===== src/rtl/spsl_queue.sv =====
module spsl_queue #(
  parameter int WIDTH = 8,
  parameter int DEPTH = 2
) (
  input  logic             clk,
  input  logic             rst_n,
  input  logic             push,
  input  logic [WIDTH-1:0] push_data,
  output logic             full,
  input  logic             pop,
  output logic [WIDTH-1:0] pop_data,
  output logic             empty
);

  localparam int PTR_W = $clog2(DEPTH);
  localparam int CNT_W = $clog2(DEPTH + 1);

  logic [WIDTH-1:0] mem_r [DEPTH];
  logic [PTR_W-1:0] wr_ptr_r, wr_ptr_nxt;
  logic [PTR_W-1:0] rd_ptr_r, rd_ptr_nxt;
  logic [CNT_W-1:0] count_r, count_nxt;

  always_comb begin
    wr_ptr_nxt = wr_ptr_r;
    rd_ptr_nxt = rd_ptr_r;
    count_nxt  = count_r;
    if (push) begin
      wr_ptr_nxt = (wr_ptr_r == PTR_W'(DEPTH - 1)) ? '0 : wr_ptr_r + PTR_W'(1);
    end
    if (pop) begin
      rd_ptr_nxt = (rd_ptr_r == PTR_W'(DEPTH - 1)) ? '0 : rd_ptr_r + PTR_W'(1);
    end
    if (push && !pop) begin
      count_nxt = count_r + CNT_W'(1);
    end else if (pop && !push) begin
      count_nxt = count_r - CNT_W'(1);
    end
  end

  always_ff @(posedge clk) begin
    if (!rst_n) begin
      wr_ptr_r <= '0;
      rd_ptr_r <= '0;
      count_r  <= '0;
    end else begin
      wr_ptr_r <= wr_ptr_nxt;
      rd_ptr_r <= rd_ptr_nxt;
      count_r  <= count_nxt;
    end
  end

  always_ff @(posedge clk) begin
    if (push) begin
      mem_r[wr_ptr_r] <= push_data;
    end
  end

  assign full     = (count_r == CNT_W'(DEPTH));
  assign empty    = (count_r == '0);
  assign pop_data = mem_r[rd_ptr_r];

endmodule


===== config.mk =====
export PLATFORM = sky130hd
export DESIGN_NAME = spsl_queue
export DESIGN_NICKNAME = d
export VERILOG_FILES = /design/src/rtl/spsl_queue.sv
export SDC_FILE = /design/constraint.sdc
export NUM_CORES = 1
export LEC_CHECK = 0
export BUFFER_PORTS_ARGS = -buffer_cell sky130_fd_sc_hd__buf_4
export CAP_MARGIN = 10
export CORE_MARGIN = 4
export CORE_UTILIZATION = 35
export CTS_CLUSTER_SIZE = 28
export DETAILED_ROUTE_END_ITERATION = 10
export PLACE_DENSITY_LB_ADDON = 0.15
export SLEW_MARGIN = 10
export SYNTH_ARGS = -nofsm -noshare
export SYNTH_HDL_FRONTEND = slang
export SYNTH_SLANG_ARGS = --single-unit

===== constraint.sdc =====
create_clock -name clk -period 1.4 [get_ports clk]
set_input_delay 0.14 -clock clk [delete_from_list [all_inputs] [get_ports clk]]
set_output_delay 0.14 -clock clk [all_outputs]
set_load 0.005 [all_outputs]

==> results of run 1 <==
## where the power goes
part,switching (mW),internal (mW)
sequential,0.0240,0.713
clock,0.171,0.111
combinational,0.0626,0.119
## per-stage QoR
step / util, % / cell area (um2) / hold WS (ps)
global placement: 47.9 / 988 / 326
finish: 50.8 / 1050 / 24.2
global route: 50.8 / 1050 / 0.435
detailed placement: 47.9 / 988 / 328
CTS: 49.4 / 1020 / 14.6
floorplan: - / 795 / 239
## flip-flops by register name (all words and copies together), names as in the netlist, named ones only
| register | flops |
|---|---|
| mem_r | 16 |
| count_r | 2 |
| rd_ptr_r | 1 |
| wr_ptr_r | 1 |
## how the worst max path moves through the flow
| stage | startpoint | to | slack [ps] | cells past startpoint |
|---|---|---|---|---|
| finish | flop | pop_data[7] | 60 | 2 |
| floorplan | wr_ptr_r$_SDFFE_PN0P_ | mem_r[0][0]$_DFFE_PP_ | 300 | 1 |
| global placement | flop | pop_data[7] | 220 | 2 |
| CTS | flop | pop_data[7] | 40 | 2 |
| detailed placement | push | count_r[1]$_SDFFE_PN0P_ | 210 | 4 |
| global route | flop | pop_data[3] | -6 | 2 |
## timing repair
item	in CTS	in global routing
hold endpoints to repair	0	6
resized for setup	2	0
hold buffers	0	3
gates cloned	0	0
pin swaps	0	0
endpoints found under the setup margin	8	3
## logic make-up (layout without fill, tap and decap cells)
kind of cell / count (synthesis) / in the layout
and+or+nand+nor: 9 / 9
adders and majority gates: 1 / 1
muxes: 8 / 8
xor gates and xnor gates: 3 / 3
DFF: 21 / 21
buffers and inverters: 2 / 30
AOI/OAI and AO/OA: 3 / 3
## per-layer routing
metal	wire (um)	track usage [%]	up-vias
li1	-	-	223
met1	528	9.54	215
met2	675	14.2	14
met3	71	2.09	0
met4	0	4.17	0
met5	0	0	-
## placed cells by master (no fill, tap or decap), drive strengths merged
cell type,instances
edfxtp,16
mux2,8
a21boi,1
and2b,1
ha,1
dfxtp,5
xnor2,1
buf,22
dlygate4sd3,3
o21ai,1
inv,1
nor2,1
and2,4
clkbuf,4
xor2,2
nor2b,2
o21a,1
or3,1
## cell type report
cell class,instances,share of cell area [%]
Clock buffer,4,2.51
Multi-Input combinational cell,24,19.6
Inverter,1,0.358
Tap cell,27,3.22
Sequential cell,21,55.7
Timing Repair Buffer,25,18.6
==> Implementation_results.wiki, run 1 <==
{| class="wikitable"
! Metric !! Value
|-
| CTS tree || built
|-
| Peak fanout along the critical path || 8
|-
| Post-Route WL || approximately 1300 um
|-
| First-pass GRT wire length || about 2000 um
|-
| Total CTS buffers || 3
|-
| Ports || 22
|-
| Clk sinks || 21
|-
| Cell class contributing the biggest share of worst-path delay || flip-flops
|-
| Final setup viols || 0
|-
| Final Critical Period || approximately 1300 ps
|-
| Proportion of netlist area held by the largest area contributor || between 60% and 70%
|-
| Pre-CTS WS || 213 ps
|-
| Input/output buffers || 21
|-
| Arrival time at the worst endpoint || around 1200 ps
|-
| Setup TNS Final || 0 ps
|-
| Routed length per instance || 12.5 um
|-
| Static leakage || between 0.4 and 0.5 nW
|-
| Final Net Count || between 80 and 90
|-
| Worst Skew || between 2 and 3 ps
|-
| Post-synthesis area per instance || around 17 um2
|-
| Initial standard-cell utilization of the core || about two fifths
|-
| Post-synthesis instance area || ~790 um2
|-
| DIE WIDTH || between 50 and 60 um
|-
| Via count of the first global-routing pass || 451
|-
| Share of the cycle needed by the critical path after routing || 95.9%
|-
| Cell with the most instances after synthesis || edfxtp_1
|-
| Filler Cell Count || 189
|-
| Vert. Die Dim || about 56 um
|-
| Number of buffers inserted to repair setup after CTS || 0
|-
| Number of cells traversed by the worst register-to-register path || 1
|-
| Area contributors post-synth || edfxtp_1 60%, dfxtp_1 13%, mux2_2 11%, and2_1 3.1%, xor2_1 2.2%
|-
| Total iterations of the first detailed-routing run || 2
|-
| DR vias/cell || 4.43
|-
| Routed Antenna Nets || 0
|-
| Number of buffer and inverter stages on the critical path || 1
|-
| Clock H-tree levels || 1
|-
| Critical-path cell list || mux2_2 > buf_4
|-
| Min-Delay Path Depth || 1
|-
| Multi-input combinational cell area || between 200 and 250 um2
|-
| Post-synthesis share of cell area spent on xor and xnor gates || under 10%
|-
| Seq/Total Area, Yosys || about three quarters
|-
| Synth cell count leaders || 16 x edfxtp_1, 8 x mux2_2, 5 x dfxtp_1, 4 x and2_1
|-
| Total global routing overflow || 0
|-
| Area growth from synthesis to final layout || 32.0%
|-
| Run status || completed
|-
| Fraction of synthesis flops using an asynchronous set or reset pin || 0%
|-
| Synth Area in Adders || 1.57%
|-
| Post-synthesis simple-gate area fraction || 7.09%
|-
| Launching element type of the critical path || flop
|-
| DR vias || around 450
|-
| Instance count of the mapped netlist || between 40 and 50
|-
| Maximum vdd drop || between 0.0005 and 0.0006 V
|-
| Peak clock frequency supported by timing || between 700 and 800 MHz
|-
| Number of enable-type register cells in the synthesized netlist || 16
|-
| Antenna Cells || 0
|-
| # placed instances || 95
|-
| CP endpoint kind || output port
|-
| Startpoint of the worst hold path || push_data[5]
|-
| Share of post-route cells with drive strength above 1 || a little under half
|-
| FF-to-FF End || mem_r[1][2]$_DFFE_PP_
|-
| Combinational family with the most area after synthesis || multiplexers
|-
| Initial detailed-routing violation count || 2
|-
| Area of the core || a little over 0.002 mm2
|-
| Post-synth top flop || edfxtp_1
|-
| Critical-path top delay cell || dfxtp_4
|-
| RSZ-0062 raised after global routing || true
|-
| Final number of max-transition violations || 0
|-
| Total GRT Usage || 8.30%
|-
| Start of the worst register-to-register path || wr_ptr_r$_SDFFE_PN0P_
|-
| Non-filler cells in the finished layout || around 100
|-
| Path type of the worst setup path || reg2out
|-
| Die Footprint || between 0.003 and 0.004 mm2
|-
| Portion of netlist area occupied by mux cells || approximately 11%
|-
| Number of remaining DRC errors || 0
|-
| Fraction of the mapped netlist area in compound gates || ~2.5%
|-
| Worst Hold End || mem_r[1][5]$_DFFE_PP_
|-
| Synthesized net count || 60
|-
| Root Buffer Master || clkbuf_4
|-
| Placer Congestion || roughly 0.6
|-
| Largest buffer count on any clock path || 2
|-
| Antenna violations before repair || 0
|-
| Pin count of the biggest net entering global routing || 12
|-
| Hold Violations, Final || 0
|-
| R2R Setup Slk || ~360 ps
|-
| Yosys cell types || 16
|-
| Area leader, netlist || edfxtp_1
|-
| Min setup slack post-route || around 58 ps
|-
| # rows || 16
|-
| Post-layout total power || between 1 and 1.5 mW
|-
| Class of the tightest hold or removal check || in2reg
|-
| Worst-margin pin slew || 386 ps
|-
| Flip-flop and latch count after synthesis || 21
|-
| Worst-skew pair later-pin latency || about 290 ps
|-
| Power per Cell Area || 1150 mW/mm2
|-
| Footprint of the flip-flops and latches || ~580 um2
|-
| Data required, critical path || between 1000 and 1500 ps
|-
| Max stage delay on crit path || around 420 ps
|-
| Yosys Warn Count || 0
|-
| Clock transition at the registers of the reported paths || roughly 110 ps
|-
| Max_cap viols || 0
|-
| Max-slew headroom at the worst pin || between 70% and 80%
|}
(Power assumes the default switching activity.)
==> inputs of run 2 (changes only) <==
Settings changed: CAP_MARGIN 10 to 20, SETUP_SLACK_MARGIN set to 0.4.
==> run 2 against run 1 <==
  * Combinational power increased by 51%
  * Clock power is 1% lower
  * Global-route usage increased by 0.67 points
  * Design area up 16%
  * Power rose by 7.9%
  * Count of clock-buffer cells in the layout fell by 1
  * Non-clock buffer count is 8 higher
  * Hold slack got worse by 1.3 ps
==> Implementation_results.wiki, run 2 (synthesis gave the netlist of run 1 again) <==
{| class="wikitable"
! Metric !! Value
|-
| Run status || completed
|-
| Cell area after placement || 0.00101 mm2 (+2.3%)
|-
| R2R Setup Slk || 290 ps (-70 ps)
|-
| Critical-path cell list || mux2_4 > buf_6
|-
| Vert. Die Dim || 55.6 um (unchanged)
|-
| Peak fanout along the critical path || 8 (unchanged)
|-
| DR vias/cell || 4.37 (-1.3%)
|-
| Flip-flop count of the largest register, all copies and words added || 16 (unchanged)
|-
| Input/output buffers || 21 (unchanged)
|-
| Class of the tightest hold or removal check || in2reg
|-
| Routed length per instance || 12.8 um (+2.4%)
|-
| Power per Cell Area || 1060 mW/mm2 (-7.1%)
|-
| Worst Skew || 0.423 ps (-2.46 ps)
|-
| Routed Antenna Nets || 0 (unchanged)
|-
| Number of cells traversed by the worst register-to-register path || 4 (+3)
|-
| Max_cap viols || 0 (unchanged)
|-
| Arrival time at the worst endpoint || 1190 ps (about the same)
|-
| Number of buffer and inverter stages on the critical path || 1 (unchanged)
|-
| Area growth from synthesis to final layout || 53.2%
|-
| Maximum vdd drop || 0.000983 V (+92%)
|-
| First-pass GRT wire length || 2210 um (+13%)
|-
| Worst-skew pair later-pin latency || 290 ps (about the same)
|-
| DIE WIDTH || 55.6 um (unchanged)
|-
| Share of post-route cells with drive strength above 1 || 54.2% (+7.6 points)
|-
| Max-slew headroom at the worst pin || 89.1% (+15 points)
|-
| Share of the cycle needed by the critical path after routing || 95.0% (-0.86 points)
|-
| Ports || 22 (unchanged)
|-
| Depth of the critical timing path with buffers and inverters included || 2 (unchanged)
|-
| Cell class contributing the biggest share of worst-path delay || flip-flops
|-
| Initial detailed-routing violation count || 7 (+5)
|-
| Post-DP HPWL || roughly 940 um
|-
| Antenna violations before repair || 0 (unchanged)
|-
| # rows || 16 (unchanged)
|-
| Placer Congestion || 0.645 (+5.4%)
|-
| Core occupancy in the finished layout || 59.0% (+8.2 points)
|-
| Final Net Count || 97 (+9.0%)
|-
| Via count of the first global-routing pass || 501 (+11%)
|-
| Most common cell after layout, fill and taps aside || edfxtp_1
|-
| Static leakage || 0.501 nW (+21%)
|-
| Total CTS buffers || 3 (unchanged)
|-
| Antenna Cells || 0 (unchanged)
|-
| Total iterations of the first detailed-routing run || 3 (+1)
|-
| Setup TNS Final || 0 ps (unchanged)
|-
| DR vias || 481 (+6.4%)
|-
| Critical-path top delay cell || dfxtp_4
|-
| Max stage delay on crit path || 450 ps (+30 ps)
|-
| Largest buffer count on any clock path || 2 (unchanged)
|-
| Root Buffer Master || clkbuf_4
|-
| Number of remaining DRC errors || 0 (unchanged)
|-
| Capture point of the critical path || pop_data[1]
|-
| Final number of max-transition violations || 0 (unchanged)
|-
| Path type of the worst setup path || reg2out
|-
| Largest register by flop count || mem_r
|-
| Final setup viols || 0 (unchanged)
|-
| Initial standard-cell utilization of the core || 38.5% (unchanged)
|-
| Post-Route WL || 1410 um (+10%)
|-
| Start of the worst register-to-register path || count_r[0]$_SDFFE_PN0P_
|-
| Worst-margin pin slew || 163 ps (-223 ps)
|-
| RSZ-0062 raised after global routing || true
|-
| Filler Cell Count || 174 (-7.9%)
|-
| Pin count of the biggest net entering global routing || 13 (+1)
|-
| Peak clock frequency supported by timing || 752 MHz (+0.90%)
|-
| Clock H-tree levels || 1 (unchanged)
|-
| Clk sinks || 21 (unchanged)
|-
| Data required, critical path || 1260 ps (about the same)
|-
| FF-to-FF End || count_r[1]$_SDFFE_PN0P_
|-
| Hold Violations, Final || 0 (unchanged)
|-
| Area of the core || 0.00206 mm2 (unchanged)
|-
| Summed area of non-filler cells in the final layout || 0.00122 mm2 (+16%)
|-
| CTS tree || built
|-
| Launching element type of the critical path || flop
|-
| Registers with the highest flip-flop counts || mem_r: 16 flops, count_r: 2 flops
|-
| Top library cells by usage in the layout, fill and taps aside || 16 x edfxtp_1, 15 x buf_4, 11 x buf_6
|-
| Total global routing overflow || 0 (unchanged)
|-
| Total GRT Usage || 8.97% (+0.67 points)
|-
| Clock transition at the registers of the reported paths || 110 ps (about the same)
|-
| Die Footprint || 0.00310 mm2 (unchanged)
|-
| CP endpoint kind || output port
|-
| Final Critical Period || 1330 ps (-12.0 ps)
|}
run 2: cell count changes in the layout (fill, tap and decap cells not counted), moves of 4 or more:
| cell | delta |
|---|---|
| mux2_2 | -8 |
| buf_6 | +11 |
| dlygate4sd3_1 | +4 |
| mux2_4 | +8 |
| buf_4 | -7 |
run 2: metal layers:
layer  vias up  global-route usage (%)  wire, um
met5         -                       0         0
met4         0                       0         0
met3         0                    3.48        75
met2        14                    17.6       764
met1       224                    9.50       567
li1        243                       -         -
run 2: worst min-delay path by stage:
stage | cells past startpoint | end | from
6_report | 1 | mem_r[1][5]$_DFFE_PP_ | push_data[5]
5_1_grt | 1 | mem_r[1][5]$_DFFE_PP_ | push_data[5]
4_1_cts | 1 | mem_r[1][4]$_DFFE_PP_ | push_data[4]
3_5_place_dp | 1 | mem_r[1][4]$_DFFE_PP_ | push_data[4]
3_3_place_gp | 1 | mem_r[0][3]$_DFFE_PP_ | push_data[3]
2_1_floorplan | 0 | mem_r[0][0]$_DFFE_PP_ | push_data[0]
run 2: cell type report:
cell class	count	area (um2)	share of cell area, %
clock buffer	3	22.5	1.85
multi-input combinational	24	260	21.4
timing repair buffer	33	307	25.2
sequential	21	586	48.1
inverter	1	3.75	0.308
tap	27	33.8	2.77
clock inverter	1	5.00	0.411
run 2: worst register-to-register path: stages, from the launching register on:
cell and delay, ps:
dfxtp_2 340, buf_4 130, xor2_1 150, or3_1 300
a21boi_1 130
run 2: stage by stage:
step	total power [mW]	hold WS, ps	instances	worst slack, ps
6_report	1.30	22.9	110	70.0
5_1_grt	1.38	2.48	110	12.4
4_1_cts	1.29	7.33	103	49.3
3_5_place_dp	0.938	329	96	215
3_3_place_gp	0.935	327	96	214
2_1_floorplan	0.836	239	47	434
run 2: timing repair:
item	4_1_cts	5_1_grt
pin swaps	2	0
gates resized for setup	23	3
cloned	0	0
hold buffers	0	7
endpoints found under the setup margin	19	13
endpoints found under the hold margin	0	14
buffers inserted	3	0
run 2: power by group:
part | leakage [nW] | switching, mW | internal (mW)
sequential | 0.193 | 0.0293 | 0.714
combinational | 0.291 | 0.0841 | 0.190
clock | 0.0177 | 0.172 | 0.106
==> inputs of run 3 (changes only) <==
Settings changed: PLACE_DENSITY_LB_ADDON 0.15 to 0.08.
==> run 3 against run 2 <==
  * Combinational power down 11%
  * Clock skew rose by 2.0 ps
  * Largest cell class unchanged
  * Setup slack improved by 14 ps
  * Via count is 3.5% lower
  * Non-clock buffer count decreased by 9
  * Cell count shrank 8.2%
  * Sequential share of layout area is 3.6 points higher
  * First-iteration DRC count shrank 29%
  * Die area is the same
  * Power down 2.4%
  * Flip-flop and latch count stayed put
  * Global-route usage is 0.16 points higher
==> Implementation_results.wiki, run 3 (synthesis gave the netlist of run 1 again) <==
{| class="wikitable"
! Metric !! Value
|-
| Run status || completed
|-
| Maximum vdd drop || 0.000544 V (-45%)
|-
| FF-to-FF End || count_r[1]$_SDFFE_PN0P_
|-
| Clock transition at the registers of the reported paths || 110 ps (about the same)
|-
| Core occupancy in the finished layout || 55.1% (-3.9 points)
|-
| Power per Cell Area || 1110 mW/mm2 (+4.6%)
|-
| Static leakage || 0.462 nW (-7.8%)
|-
| Peak fanout along the critical path || 8 (unchanged)
|-
| Largest register by flop count || mem_r
|-
| # placed instances || 95 (-1.0%)
|-
| Flip-flop count of the largest register, all copies and words added || 16 (unchanged)
|-
| First-pass GRT wire length || 2190 um (-0.95%)
|-
| Total iterations of the first detailed-routing run || 2 (-1)
|-
| Pin count of the biggest net entering global routing || 12 (-1)
|-
| Final Net Count || 88 (-9.3%)
|-
| Root Buffer Master || clkbuf_4
|-
| Via count of the first global-routing pass || 461 (-8.0%)
|-
| CTS tree || built
|-
| Antenna Cells || 0 (unchanged)
|-
| Number of hold buffers added after CTS || 0 (unchanged)
|-
| DR vias || 464 (-3.5%)
|-
| Hold Violations, Final || 0 (unchanged)
|-
| Start of the worst register-to-register path || count_r[0]$_SDFFE_PN0P_
|-
| # rows || 16 (unchanged)
|-
| Routed length per instance || 13.2 um (+3.0%)
|-
| Launching element type of the critical path || flop
|-
| Area of the core || 0.00206 mm2 (unchanged)
|-
| Max-slew headroom at the worst pin || 82.7% (-6.4 points)
|-
| Input/output buffers || 21 (unchanged)
|-
| Capture point of the critical path || pop_data[2]
|-
| Post-Route WL || 1330 um (-5.4%)
|-
| Initial detailed-routing violation count || 5 (-2)
|-
| Most common cell after layout, fill and taps aside || edfxtp_1
|-
| R2R Setup Slk || 350 ps (+60 ps)
|-
| Top library cells by usage in the layout, fill and taps aside || 16 x edfxtp_1, 13 x buf_4, 11 x buf_6
|-
| Data required, critical path || 1260 ps (about the same)
|-
| Final Hold Slack || 31.0 ps (+8.18 ps)
|-
| Final setup viols || 0 (unchanged)
|-
| Path type of the worst setup path || reg2out
|-
| Peak clock frequency supported by timing || 760 MHz (+1.0%)
|-
| Die Footprint || 0.00310 mm2 (unchanged)
|-
| Pre-CTS WS || 222 ps (+7.03 ps)
|-
| Area growth from synthesis to final layout || 43.0%
|-
| CP endpoint kind || output port
|-
| Class of the tightest hold or removal check || in2reg
|-
| Number of remaining DRC errors || 0 (unchanged)
|-
| Clk sinks || 21 (unchanged)
|-
| Routed Antenna Nets || 0 (unchanged)
|-
| Non-filler cells in the finished layout || 101 (-8.2%)
|-
| DIE WIDTH || 55.6 um (unchanged)
|-
| Ports || 22 (unchanged)
|-
| Worst-margin pin slew || 257 ps (+93.9 ps)
|-
| Initial standard-cell utilization of the core || 38.5% (unchanged)
|-
| Share of post-route cells with drive strength above 1 || 59.5% (+5.2 points)
|-
| Total global routing overflow || 0 (unchanged)
|-
| Startpoint of the worst hold path || push_data[0]
|-
| Total CTS buffers || 3 (unchanged)
|-
| Worst Skew || 2.39 ps (+1.97 ps)
|-
| Min-Delay Path Depth || 1 (unchanged)
|-
| Max stage delay on crit path || 450 ps (about the same)
|-
| Number of cells traversed by the worst register-to-register path || 3 (-1)
|-
| Clock H-tree levels || 1 (unchanged)
|-
| Critical-path cell list || mux2_4 > buf_6
|-
| Antenna violations before repair || 0 (unchanged)
|-
| Registers with the highest flip-flop counts || mem_r: 16 flops, count_r: 2 flops
|-
| Min setup slack post-route || 83.7 ps (+13.7 ps)
|-
| Largest buffer count on any clock path || 2 (unchanged)
|-
| Max_cap viols || 0 (unchanged)
|-
| Final Critical Period || 1320 ps (-13.7 ps)
|-
| Final number of max-transition violations || 0 (unchanged)
|-
| Placer Congestion || 0.663 (+2.8%)
|-
| Total GRT Usage || 9.14% (+0.16 points)
|-
| Critical-path top delay cell || dfxtp_4
|-
| Vert. Die Dim || 55.6 um (unchanged)
|-
| RSZ-0062 raised after global routing || true
|-
| Share of the cycle needed by the critical path after routing || 94.0% (-0.98 points)
|-
| Setup TNS Final || 0 ps (unchanged)
|-
| DR vias/cell || 4.59 (+5.1%)
|-
| Arrival time at the worst endpoint || 1180 ps (about the same)
|-
| Worst-skew pair later-pin latency || 290 ps (about the same)
|}
==> run 3: cell types whose count changed in the layout (fill, tap and decap cells not counted), sizes merged <==
cell / previous run / this run
clkbuf: 3 / 4
dlygate4sd3: 7 / 0
buf: 26 / 24
clkinv: 1 / 0
==> run 3: what timing repair did <==
item                       CTS  global route
gates resized for setup     23             5
setup buffers                2             0
pin swaps                    2             0
setup endpoints to repair   25            25
==> run 3: how the worst min path moves through the flow <==
stage                                        to
after floorplan           mem_r[0][0]$_DFFE_PP_
after global placement    mem_r[0][3]$_DFFE_PP_
after detailed placement  mem_r[1][0]$_DFFE_PP_
after CTS                 mem_r[0][0]$_DFFE_PP_
after global routing      mem_r[1][0]$_DFFE_PP_
final                     mem_r[0][0]$_DFFE_PP_
==> run 3: worst max-delay path: cells and delay by family (launching register included) <==
| kind | cells | cell delay [ps] |
|---|---|---|
| buf+inv | 1 | 120 |
| flops | 1 | 450 |
| mux | 1 | 320 |
==> run 3: power breakdown <==
group / internal, mW / total, mW / leakage, nW / switching, mW
registers: 0.716 / 0.746 / 0.193 / 0.0302
logic: 0.167 / 0.245 / 0.254 / 0.0784
clock network: 0.111 / 0.274 / 0.0150 / 0.163
==> run 3: metrics by stage <==
step	area [um2]	power, mW
2_1_floorplan	810	0.836
5_1_grt	1140	1.33
4_1_cts	1120	1.26
6_report	1140	1.26
3_5_place_dp	1000	0.937
3_3_place_gp	1000	0.933
==> run 3: layout make-up <==
type                            count  area, um2
Fill cell                         179        926
Sequential cell                    21        587
Multi-Input combinational cell     24        264
Timing Repair Buffer               24        221
Tap cell                           27       33.8
Clock buffer                        4       26.3
Inverter                            1       3.75
==> run 3: layer usage <==
metal	routed length (um)	global-route usage (%)	up-vias
met5	0	0	-
met4	0	2.08	0
met3	74	2.09	0
met2	677	15.9	13
met1	581	11.5	228
li1	-	-	223
